<file path="src/sv/mpdq_pkg.sv">
// ----------------------------------------------------------------------------
// mpdq_pkg
// Shared types and constants for the mouse packet decoder and its event queue.
// ----------------------------------------------------------------------------
package mpdq_pkg;

    localparam int QUEUE_DEPTH = 32;
    localparam int PTR_W       = $clog2(QUEUE_DEPTH);

    localparam int IN_TDATA_W  = 8;
    localparam int IN_TUSER_W  = 3;
    localparam int OUT_TDATA_W = 104;
    localparam int OUT_TUSER_W = 1;

    localparam logic [1:0] MODE_BYTE  = 2'd0;
    localparam logic [1:0] MODE_POP   = 2'd1;
    localparam logic [1:0] MODE_DRAIN = 2'd2;

    localparam logic [7:0] HDR_ALWAYS_ONE = 8'h08;
    localparam logic [7:0] HDR_MUST_ZERO  = 8'hC0;
    localparam logic [7:0] HDR_BUTTONS    = 8'h07;

    localparam logic [31:0] START_X = 32'd400;
    localparam logic [31:0] START_Y = 32'd300;

    typedef struct packed {
        logic [2:0] buttons;
        logic [7:0] wheel;
        logic [8:0] dy;
        logic [7:0] dx;
    } ev_entry_t;

    typedef struct packed {
        logic             en;
        logic [PTR_W-1:0] addr;
        ev_entry_t        data;
    } ram_wr_t;

    function automatic logic [PTR_W-1:0] next_slot(input logic [PTR_W-1:0] p);
        logic [PTR_W-1:0] r;
        r = (p == PTR_W'(QUEUE_DEPTH - 1)) ? '0 : p + 1'b1;
        return r;
    endfunction

    function automatic logic [PTR_W-1:0] queued(input logic [PTR_W-1:0] wp,
                                                input logic [PTR_W-1:0] rp);
        logic [PTR_W-1:0] r;
        r = wp - rp;
        if (wp < rp)
        begin
            r = r + PTR_W'(QUEUE_DEPTH);
        end
        return r;
    endfunction

endpackage

</file>
<file path="src/sv/mpdq_event_ram.sv">
// ----------------------------------------------------------------------------
// mpdq_event_ram
// Event ring storage: one write port, one read port, registered read data.
// ----------------------------------------------------------------------------
module mpdq_event_ram (
    input  logic                            clk,
    input  mpdq_pkg::ram_wr_t               wr,
    input  logic                            rd_en,
    input  logic [mpdq_pkg::PTR_W-1:0]      rd_addr,
    output mpdq_pkg::ev_entry_t             rd_data
);
    import mpdq_pkg::*;

    ev_entry_t mem [QUEUE_DEPTH];

    always_ff @(posedge clk)
    begin
        if (wr.en)
        begin
            mem[wr.addr] <= wr.data;
        end
    end

    always_ff @(posedge clk)
    begin
        if (rd_en)
        begin
            rd_data <= mem[rd_addr];
        end
    end

endmodule

</file>
<file path="src/sv/mouse_packet_decoder_queue.sv">
// ----------------------------------------------------------------------------
// mouse_packet_decoder_queue
// Assembles mouse bytes into packets, queues events in a ring memory, and
// pops events or drains the queue into a wrapping cursor position.
// ----------------------------------------------------------------------------
// Channel   Direction  Contents
// cfg       in         cfg_we, cfg_wdata = wheel_mode
// s_axis    in         tdata = data_byte; tuser = mode, from_aux
// m_axis    out        tdata = event and status fields; tuser = event_valid
//
// A byte word, an unused mode or a pop on an empty queue goes from idle
// straight to the emit state; a pop that returns an event passes the pop
// state first, and a drain the drain state, one ring memory read per event.
// The input accepts a new word while a finished result waits on the output.
// Reset clears the pointers, cursor and button state; the ring needs no
// clearing. A stalled output holds the block after its current word.
// ----------------------------------------------------------------------------
module mouse_packet_decoder_queue (
    input  logic                                 clk,
    input  logic                                 rst_n,
    input  logic                                 cfg_we,
    input  logic                                 cfg_wdata,
    input  logic                                 s_tvalid,
    output logic                                 s_tready,
    // data_byte[7:0]
    input  logic [mpdq_pkg::IN_TDATA_W-1:0]      s_tdata,
    // mode[1:0], from_aux[2]
    input  logic [mpdq_pkg::IN_TUSER_W-1:0]      s_tuser,
    output logic                                 m_tvalid,
    input  logic                                 m_tready,
    // ev_dx[7:0], ev_dy[16:8], ev_wheel[24:17], ev_buttons[27:25],
    // packet_done[28], cursor_x[60:29], cursor_y[92:61], held_buttons[95:93],
    // queue_count[100:96], zero fill[103:101]
    output logic [mpdq_pkg::OUT_TDATA_W-1:0]     m_tdata,
    // event_valid[0]
    output logic [mpdq_pkg::OUT_TUSER_W-1:0]     m_tuser
);
    import mpdq_pkg::*;

    typedef enum logic [3:0] {
        ST_IDLE  = 4'b0001,
        ST_POP   = 4'b0010,
        ST_DRAIN = 4'b0100,
        ST_EMIT  = 4'b1000
    } state_t;

    state_t           state_reg, state_next;
    logic [1:0]       byte_pos_reg, byte_pos_next;
    logic [PTR_W-1:0] rd_ptr_reg, rd_ptr_next;
    logic [PTR_W-1:0] wr_ptr_reg, wr_ptr_next;
    logic [31:0]      pos_x_reg, pos_x_next;
    logic [31:0]      pos_y_reg, pos_y_next;
    logic [2:0]       held_reg, held_next;
    logic             wheel_mode_reg;
    logic             pend_reg, pend_next;
    logic             ev_valid_reg, ev_valid_next;
    ev_entry_t        ev_reg, ev_next;
    logic             done_reg, done_next;
    logic [7:0]       pkt_reg [3];
    logic             pkt_we;
    logic             m_tvalid_reg, m_tvalid_next;
    logic [OUT_TDATA_W-1:0] m_tdata_reg, m_tdata_next;
    logic [OUT_TUSER_W-1:0] m_tuser_reg, m_tuser_next;

    ram_wr_t          ram_wr;
    logic             ram_rd_en;
    logic [PTR_W-1:0] ram_rd_addr;
    ev_entry_t        ram_rd_data;

    logic             accept;
    logic             out_free;
    logic [1:0]       in_mode;
    logic             in_aux;
    logic [7:0]       in_byte;
    logic             hdr_bad;
    logic [2:0]       pkt_size;
    logic [7:0]       dy_src;
    logic [PTR_W-1:0] wr_slot_next;

    mpdq_event_ram u_ram (
        .clk     (clk),
        .wr      (ram_wr),
        .rd_en   (ram_rd_en),
        .rd_addr (ram_rd_addr),
        .rd_data (ram_rd_data)
    );

    assign s_tready = (state_reg == ST_IDLE);
    assign accept   = s_tvalid && s_tready;
    assign out_free = !m_tvalid_reg || m_tready;
    assign in_mode  = s_tuser[1:0];
    assign in_aux   = s_tuser[2];
    assign in_byte  = s_tdata;

    assign m_tvalid = m_tvalid_reg;
    assign m_tdata  = m_tdata_reg;
    assign m_tuser  = m_tuser_reg;

    assign hdr_bad  = (byte_pos_reg == 2'd0) &&
                      (((in_byte & HDR_ALWAYS_ONE) == 8'h00) ||
                       ((in_byte & HDR_MUST_ZERO) != 8'h00));
    assign pkt_size = wheel_mode_reg ? 3'd4 : 3'd3;
    assign dy_src   = (byte_pos_reg == 2'd2) ? in_byte : pkt_reg[2];
    assign wr_slot_next = next_slot(wr_ptr_reg);

    always_comb
    begin
        state_next    = state_reg;
        byte_pos_next = byte_pos_reg;
        rd_ptr_next   = rd_ptr_reg;
        wr_ptr_next   = wr_ptr_reg;
        pos_x_next    = pos_x_reg;
        pos_y_next    = pos_y_reg;
        held_next     = held_reg;
        pend_next     = pend_reg;
        ev_valid_next = ev_valid_reg;
        ev_next       = ev_reg;
        done_next     = done_reg;
        pkt_we        = 1'b0;
        m_tvalid_next = m_tvalid_reg;
        m_tdata_next  = m_tdata_reg;
        m_tuser_next  = m_tuser_reg;
        ram_wr        = '0;
        ram_rd_en     = 1'b0;
        ram_rd_addr   = rd_ptr_reg;

        if (m_tvalid_reg && m_tready)
        begin
            m_tvalid_next = 1'b0;
        end

        case (state_reg)
            ST_IDLE:
            begin
                if (accept)
                begin
                    ev_valid_next = 1'b0;
                    ev_next       = '0;
                    done_next     = 1'b0;
                    pend_next     = 1'b0;
                    state_next    = ST_EMIT;
                    case (in_mode)
                        MODE_BYTE:
                        begin
                            if (in_aux && !hdr_bad)
                            begin
                                pkt_we = (byte_pos_reg != 2'd3);
                                if ({1'b0, byte_pos_reg} + 3'd1 < pkt_size)
                                begin
                                    byte_pos_next = byte_pos_reg + 2'd1;
                                end
                                else
                                begin
                                    byte_pos_next       = 2'd0;
                                    done_next           = 1'b1;
                                    ram_wr.en           = 1'b1;
                                    ram_wr.addr         = wr_ptr_reg;
                                    ram_wr.data.dx      = pkt_reg[1];
                                    ram_wr.data.dy      = 9'd0 - {dy_src[7], dy_src};
                                    ram_wr.data.wheel   =
                                        (wheel_mode_reg && byte_pos_reg == 2'd3)
                                        ? in_byte : 8'h00;
                                    ram_wr.data.buttons = 3'(pkt_reg[0] & HDR_BUTTONS);
                                    wr_ptr_next         = wr_slot_next;
                                    if (wr_slot_next == rd_ptr_reg)
                                    begin
                                        rd_ptr_next = next_slot(rd_ptr_reg);
                                    end
                                end
                            end
                        end
                        MODE_POP:
                        begin
                            if (rd_ptr_reg != wr_ptr_reg)
                            begin
                                ram_rd_en     = 1'b1;
                                rd_ptr_next   = next_slot(rd_ptr_reg);
                                ev_valid_next = 1'b1;
                                state_next    = ST_POP;
                            end
                        end
                        MODE_DRAIN:
                        begin
                            state_next = ST_DRAIN;
                        end
                        default:
                        begin
                            state_next = ST_EMIT;
                        end
                    endcase
                end
            end
            ST_POP:
            begin
                ev_next    = ram_rd_data;
                state_next = ST_EMIT;
            end
            ST_DRAIN:
            begin
                if (pend_reg)
                begin
                    pos_x_next = pos_x_reg + {{24{ram_rd_data.dx[7]}}, ram_rd_data.dx};
                    pos_y_next = pos_y_reg + {{23{ram_rd_data.dy[8]}}, ram_rd_data.dy};
                    held_next  = ram_rd_data.buttons;
                end
                if (rd_ptr_reg != wr_ptr_reg)
                begin
                    ram_rd_en   = 1'b1;
                    rd_ptr_next = next_slot(rd_ptr_reg);
                    pend_next   = 1'b1;
                end
                else
                begin
                    pend_next = 1'b0;
                    if (!pend_reg)
                    begin
                        state_next = ST_EMIT;
                    end
                end
            end
            ST_EMIT:
            begin
                if (out_free)
                begin
                    m_tvalid_next = 1'b1;
                    m_tuser_next  = ev_valid_reg;
                    m_tdata_next  = {3'b000,
                                     5'(queued(wr_ptr_reg, rd_ptr_reg)),
                                     held_reg,
                                     pos_y_reg,
                                     pos_x_reg,
                                     done_reg,
                                     ev_reg};
                    state_next    = ST_IDLE;
                end
            end
            default:
            begin
                state_next = ST_IDLE;
            end
        endcase
    end

    always_ff @(posedge clk or negedge rst_n)
    begin
        if (!rst_n)
        begin
            state_reg      <= ST_IDLE;
            byte_pos_reg   <= 2'd0;
            rd_ptr_reg     <= '0;
            wr_ptr_reg     <= '0;
            pos_x_reg      <= START_X;
            pos_y_reg      <= START_Y;
            held_reg       <= 3'd0;
            wheel_mode_reg <= 1'b0;
            pend_reg       <= 1'b0;
            ev_valid_reg   <= 1'b0;
            done_reg       <= 1'b0;
            m_tvalid_reg   <= 1'b0;
        end
        else
        begin
            state_reg    <= state_next;
            byte_pos_reg <= byte_pos_next;
            rd_ptr_reg   <= rd_ptr_next;
            wr_ptr_reg   <= wr_ptr_next;
            pos_x_reg    <= pos_x_next;
            pos_y_reg    <= pos_y_next;
            held_reg     <= held_next;
            pend_reg     <= pend_next;
            ev_valid_reg <= ev_valid_next;
            done_reg     <= done_next;
            m_tvalid_reg <= m_tvalid_next;
            if (cfg_we)
            begin
                wheel_mode_reg <= cfg_wdata;
            end
        end
    end

    always_ff @(posedge clk)
    begin
        ev_reg      <= ev_next;
        m_tdata_reg <= m_tdata_next;
        m_tuser_reg <= m_tuser_next;
        if (pkt_we)
        begin
            pkt_reg[byte_pos_reg] <= in_byte;
        end
    end

`ifndef SYNTHESIS
    a_accept_leaves_idle: assert property (@(posedge clk) disable iff (!rst_n)
        accept |=> state_reg != ST_IDLE)
        else $error("accepted word did not start processing");

    a_ptrs_hold_when_idle: assert property (@(posedge clk) disable iff (!rst_n)
        (state_reg == ST_IDLE && !accept) |=> ($stable(rd_ptr_reg) && $stable(wr_ptr_reg)))
        else $error("queue pointers moved without a word");

    a_result_from_emit: assert property (@(posedge clk) disable iff (!rst_n)
        $rose(m_tvalid_reg) |-> $past(state_reg) == ST_EMIT)
        else $error("result presented outside the emit state");

    a_drain_empties: assert property (@(posedge clk) disable iff (!rst_n)
        (state_reg == ST_DRAIN && state_next == ST_EMIT) |=> rd_ptr_reg == wr_ptr_reg)
        else $error("drain finished with events left in the queue");
`endif

endmodule

</file>
<file path="config.mk">
export PLATFORM = sky130hd
export DESIGN_NAME = mouse_packet_decoder_queue
export DESIGN_NICKNAME = d
export VERILOG_FILES = /design/src/sv/mpdq_pkg.sv /design/src/sv/mpdq_event_ram.sv /design/src/sv/mouse_packet_decoder_queue.sv
export SDC_FILE = /design/constraint.sdc
export NUM_CORES = 1
export LEC_CHECK = 0
export BUFFER_PORTS_ARGS = -buffer_cell sky130_fd_sc_hd__buf_2
export CAP_MARGIN = 20
export CORE_UTILIZATION = 40
export CTS_CLUSTER_DIAMETER = 50
export DETAILED_ROUTE_END_ITERATION = 6
export SLEW_MARGIN = 20
export SYNTH_ARGS = -nofsm -noshare
export SYNTH_HDL_FRONTEND = slang
export SYNTH_SLANG_ARGS = --single-unit
</file>
<file path="constraint.sdc">
create_clock -name clk -period 6.4 [get_ports clk]
set_input_delay 0.32 -clock clk [delete_from_list [all_inputs] [get_ports clk]]
set_output_delay 0.32 -clock clk [all_outputs]
set_load 0.02 [all_outputs]
</file>
Word level (Yosys, flattened, before mapping)
Memories as Yosys holds them, arrays and structs flattened. A register that Yosys moved wholly into a read port is not among the register bits. Cells that the tools add are included.

Register bits: 218. Bits in latches: 0. RAM bits: 920. Memory bits (read-only): 0. Input bits: 17. Output and inout port bits: 107. Word-level logic and storage cells: 122. Memories kept: 2.

Memories: u_ram.mem (depth 32, bits a word 28, rd ports 1, clocked after Yosys merged registers in 1, wr ports 1, line mpdq_event_ram.sv:14) `ev_entry_t mem [QUEUE_DEPTH];`; pkt_reg (depth 3, bits a word 8, rd ports 3, clocked after Yosys merged registers in 0, wr ports 1, line mouse_packet_decoder_queue.sv:59) `logic [7:0] pkt_reg [3];`.

Add/subtract/negate cells: 8. Multipliers: 0. Div/mod/pow operators: 0. Magnitude comparators: 1. Equality and inequality tests: 21. Shift-type cells: 0. Multiplexer cells: 47. Bitwise logic cells: 1. Reductions and logical operators: 24.

Operator list (number): $mux 34 (5); $add 32x32->32 (2); $pmux 28 s2 (1); $mux 5 (7); $mux 28 (1); $mux 4 (5); $pmux 5 s2 (2); $mux 1 (18); $mux 8 (2); $pmux 4 s4 (1); $add 5x1->5 const B (2); $eq 5x5->1 const B (2); $reduce_and 2->1 (5); $ne 3x3->1 const B (3); $sub 1x8->9 const A (1); $logic_not 8->1 (1); $ne 2x2->1 const B (4); $pmux 4 s2 (1); $reduce_and 4->1 (2); $reduce_bool 8->1 (1); $eq 2x2->1 const B (3); $reduce_and 6->1 (1); $eq 5x5->1 (1); $logic_and 1x1->1 (5); 21 further kinds (26).

Longest topological paths before layout
Depth after elaboration: 11. Depth in mapped cells: 11. Mapped depth without buffers: 10.

Cells and area by module
Synthesis repeated with hierarchy kept, for this count alone.

Cell total of the unflattened synthesis: 3075. Area total of the unflattened synthesis: 47917.2 um^2.

Modules (own cells, without submodules): mpdq_event_ram (instances 1, cells each 1984, area an instance 35728.0 um^2, sequential area each 27746.6 um^2); mouse_packet_decoder_queue (instances 1, cells each 1091, area an instance 12189.2 um^2, sequential area each 6686.4 um^2).

Least setup slack after synthesis
OpenSTA, ideal clock, no wires.

Kind: reg-to-reg. Start: register state_reg[1]. End: register m_tdata_reg[0] (netlist: m_tdata[0]), enable pin. Library setup time: 0.563 ns. Data arrival time: 5.006 ns. Required time: 5.837 ns. Path slack: 0.830 ns. Cell stages (with the launch flop): 4. Buffers on the path: 0. Period minus slack after synthesis: 5.570 ns. Path through: dfrtp_1 nor3_1 nand2_1 nor2_1.

Longest elaborated chain between the ends: 2.

RTL lines: start: declaration (line mouse_packet_decoder_queue.sv:47) `state_t state_reg, state_next;`; start signal: assignment (line mouse_packet_decoder_queue.sv:263) `state_reg <= state_next;`; $eq 4x4->1 (line mouse_packet_decoder_queue.sv:132) `case (state_reg)`; $reduce_and 2->1 (no line); end signal: assignment (line mouse_packet_decoder_queue.sv:284) `m_tdata_reg <= m_tdata_next;`; end: declaration (line mouse_packet_decoder_queue.sv:62) `logic [OUT_TDATA_W-1:0] m_tdata_reg, m_tdata_next;`.

No other way between the ends. A chain may end at the register's enable or synchronous reset.

Final worst setup path
Start: register state_reg[0]. End: memory u_ram.mem[23][5] in the netlist's numbering, enable pin.

Longest elaborated chain between the ends: 6.

RTL lines: $eq 4x1->1 * (line mouse_packet_decoder_queue.sv:88, mouse_packet_decoder_queue.sv:132); $logic_and 1x1->1 (line mouse_packet_decoder_queue.sv:89) `assign accept = s_tvalid && s_tready;`; $mux 34 (line mouse_packet_decoder_queue.sv:135) `if (accept)`; $mux 34 * (line mouse_packet_decoder_queue.sv:132); $mux 1 (line mpdq_event_ram.sv:18) `if (wr.en)`; $mux 1 (implied by the code) (line mpdq_event_ram.sv:20) `mem[wr.addr] <= wr.data;`; end: declaration (line mpdq_event_ram.sv:14).

Every way passes the cells marked *; elsewhere a longest branch is shown, timed or not.

==> impl_metrics.ini <==
[placed_design]
placement.io_buffers = 120
worst_slack_at_placement_ns = 1.29
gpl.final_weighted_congestion = 0.874
hpwlAfterDp_um = 65200

[synth]
yosysWarnings = 0
synth_simple_gate_area_share = 0.0429
async_flop_share = 0.0758
post_synth_xor_area_fraction = 0.0126
edff_count_synth = 1073
largest_family_of_logic_cells_by_synthesized_area = multiplexers
ys_types = 73
synth.yosys.seq_area_share = 0.729
synth_top_area_share = 0.682
avgSynthCellArea_um2 = 19.0
post_synth_instance_area_mm2 = 0.0472
synth.largest_area_cell = edfxtp_1
fraction_of_the_mapped_netlist_area_in_adder_cells = 0.0219
synth_compound_area_frac = 0.0378
ys_ff_latch = 1161
synthCells = 2484
yosys_most_used_dff = edfxtp_1
muxShareOfSynthArea = 0.143
synth.top_cells.by_area = edfxtp_1 68%, mux4_2 13%, dfrtp_1 4.2%

[sta]
skew_ns = 0.0287
final_hold_violation_count = 0
fin_crit_sh = 0.695
tightestPinTransition_ns = 1.05
post-route-min-period_ns = 4.45
fin_tns_setup_ns = 0
fmax_achieved_mhz = 225
worst_slack_ns = 1.95
drv_slew = 0
finalSetupViolCount = 0
timing.max_slew.rel_slack = 0.300
grt_setup_unrepaired = false

[setup_path]
cp_slowest_stage_delay_ns = 0.65
worst_setup_path_start_kind = register
worstPathMaxFanout = 29
crit_required_ns = 6.80
critical_path.reg2reg.startpoint = state_reg[0]$_DFFE_PN1P_
worst_ep_arrival_time_ns = 4.85
timing.setup.critical_path_class = reg2reg
critical_path_depth = 8
critPathCaptureType = register
r2r_setup_slack_ns = 1.95
worst_r2r_path_depth = 8
critical_path.reg2reg.endpoint = u_ram.mem[23][5]$_DFFE_PP_
critical_path.startpoint = state_reg[0]$_DFFE_PN1P_
path_cells = or4b_1 > clkinv_4 > nand2_4 > or4_1 > nor2_4 > nand4b_1 > nor2_4 > buf_12
critical-path-slowest-cell = or4_1
timing.critical_path.buf_inv = 2
path_common_cell = nor2_4
cpLargestDelayFamily = simple AND/OR/NAND/NOR gates

[pwr]
p_clk_frac = 0.326
cellLeakagePower_nw = 16.1
p_per_area_mw_per_mm2 = 389
sw_frac_of_total = 0.298
comb_power_share = 0.236
power_switching_mw = 6.30
vdd_drop_max_uv = 273
pwr-share-seq = 0.438
internal-power_mw = 14.9

[detailed_routing]
num_vias = 23900
route.detailed.wl_per_inst_um = 24.8
ant_nets = 0
detail_route.iter0.violations = 2085
routed_via_density = 5.56
post-route-drc-count = 0
postRouteWirelength_um = 107000
drtPass1Iterations = 5

[die]
number_of_placed_i_o_pins = 124
die_h_um = 346
fp.dieArea_mm2 = 0.119
placeableCoreArea_mm2 = 0.117
placementRows = 125
die_w_um = 346
initial_utilization = 0.405

[finish]
final_cell_mix = 1,073 x edfxtp_1, 280 x mux4_2, 150 x nand2_1, 123 x clkbuf_16, 119 x buf_2
drive_above_1_share = 0.271
register_area_mm2 = 0.0344
multi_input_comb_area_mm2 = 0.0125
layout.filler_cells = 9758
layout.cells.most_common = edfxtp_1
area_delta_synth_final_pct = 15.2
nets = 2779
largest_register_ffs = 896

[clock_tree]
worst_setup_hold_path_clk_slew_ns = 0.06
clockRootBuffer = clkbuf_16
cts_inserted_buffers = 120
clock-sinks = 1161
tritoncts = done
h-tree-depth = 3
postCtsSetupBuffers = 0
clkLatencyLatePin_ns = 0.71
clockBufferDepth = 3

[grt]
first_global_vias = 24700
overflow = 0
maximum_number_of_pins_on_one_net_before_global_route_repair = 110
grt_antenna_before_repair = 4
grt_pass1_wl_um = 160000
grt_usage = 0.179

[status]
outcome = finished, final reports clean

[flow_run]
max_cap_viol_count = 0

[min_path]
worst_hold_path_type = in2async
[worst register-to-register path: stages (launching register included)]
cell and delay [ns]:
dfstp_2 0.58, or4b_1 0.60, clkinv_4 0.12, nand2_4 0.07, or4_1 0.65, nor2_4 0.63
nand4b_1 0.56, nor2_4 0.64, buf_12 0.27
[cell usage after synthesis, drive strengths merged, types with 6 or more instances]
library cell	instances
a21boi	6
a21o	42
a21oi	70
a31oi	14
and2	48
and3	21
buf	31
clkbuf	92
dfrtp	80
dfstp	8
edfxtp	1073
ha	78
inv	26
mux2	33
mux2i	10
mux4	280
nand2	153
nand3	25
nand4	13
nor2	64
nor2b	6
nor3	33
nor3b	6
nor4	8
o2111ai	6
o21a	7
o21ai	88
o21bai	9
or2	8
xnor2	42
xor2	26
[stage by stage]
stage | hold WS, ns | power [mW] | area, um^2 | utilization | cells
2_1_floorplan | 0.0244 | 13.1 | 47300 | - | 2486
3_3_place_gp | 0.387 | 14.3 | 49900 | 0.428 | 4049
3_5_place_dp | 0.390 | 14.4 | 50100 | 0.429 | 4058
4_1_cts | 0.187 | 21.3 | 54200 | 0.464 | 4297
5_1_grt | 0.216 | 22.1 | 54400 | 0.466 | 4306
6_report | 0.174 | 21.1 | 54400 | 0.466 | 4308
[area by class of cell]
type / count / share of cell area
diodes: 2 / 0.0000920
inverters: 28 / 0.00207
clock inverters: 77 / 0.0138
flip-flops and latches: 1161 / 0.633
clock buffers: 146 / 0.0583
repair buffers: 196 / 0.0281
well taps: 1524 / 0.0350
multi-input cells: 1174 / 0.230
[worst max-delay path by stage]
stage	endpoint
finish	u_ram.mem[23][5]$_DFFE_PP_
global route	u_ram.mem[6][18]$_DFFE_PP_
CTS	u_ram.mem[7][15]$_DFFE_PP_
detailed placement	u_ram.mem[7][13]$_DFFE_PP_
global placement	u_ram.mem[21][0]$_DFFE_PP_
floorplan	m_tdata[0]$_DFFE_PP_
[per-layer routing]
| layer | vias up | GRT usage | share of wire |
|---|---|---|---|
| li1 | 10500 | - | - |
| met1 | 12600 | 0.248 | 0.43 |
| met2 | 764 | 0.287 | 0.48 |
| met3 | 160 | 0.0378 | 0.065 |
| met4 | 0 | 0.0488 | 0.024 |
| met5 | - | 0 | 0 |
[power by group through the flow]
| stage | combinational [mW] | clock (mW) | sequential, mW |
|---|---|---|---|
| floorplan | 3.72 | 0 | 9.34 |
| global placement | 4.92 | 0 | 9.42 |
| detailed placement | 5.00 | 0 | 9.43 |
| CTS | 5.04 | 7.04 | 9.28 |
| global route | 5.47 | 7.34 | 9.33 |
| finish | 4.99 | 6.89 | 9.26 |
[logic make-up after synthesis]
kind of cell	after synthesis
AOI/OAI and AO/OA	287
xor gates and xnor gates	68
adders and majority gates	81
buffers and inverters	151
DFF	1161
muxes	323
other	1
and+or+nand+nor	412
[repair_timing]
item	in CTS	in global routing
gates resized for setup	0	0
endpoints found under the hold margin	66	0
hold buffers	16	0
No activity file was read; power rests on OpenSTA's default activity.
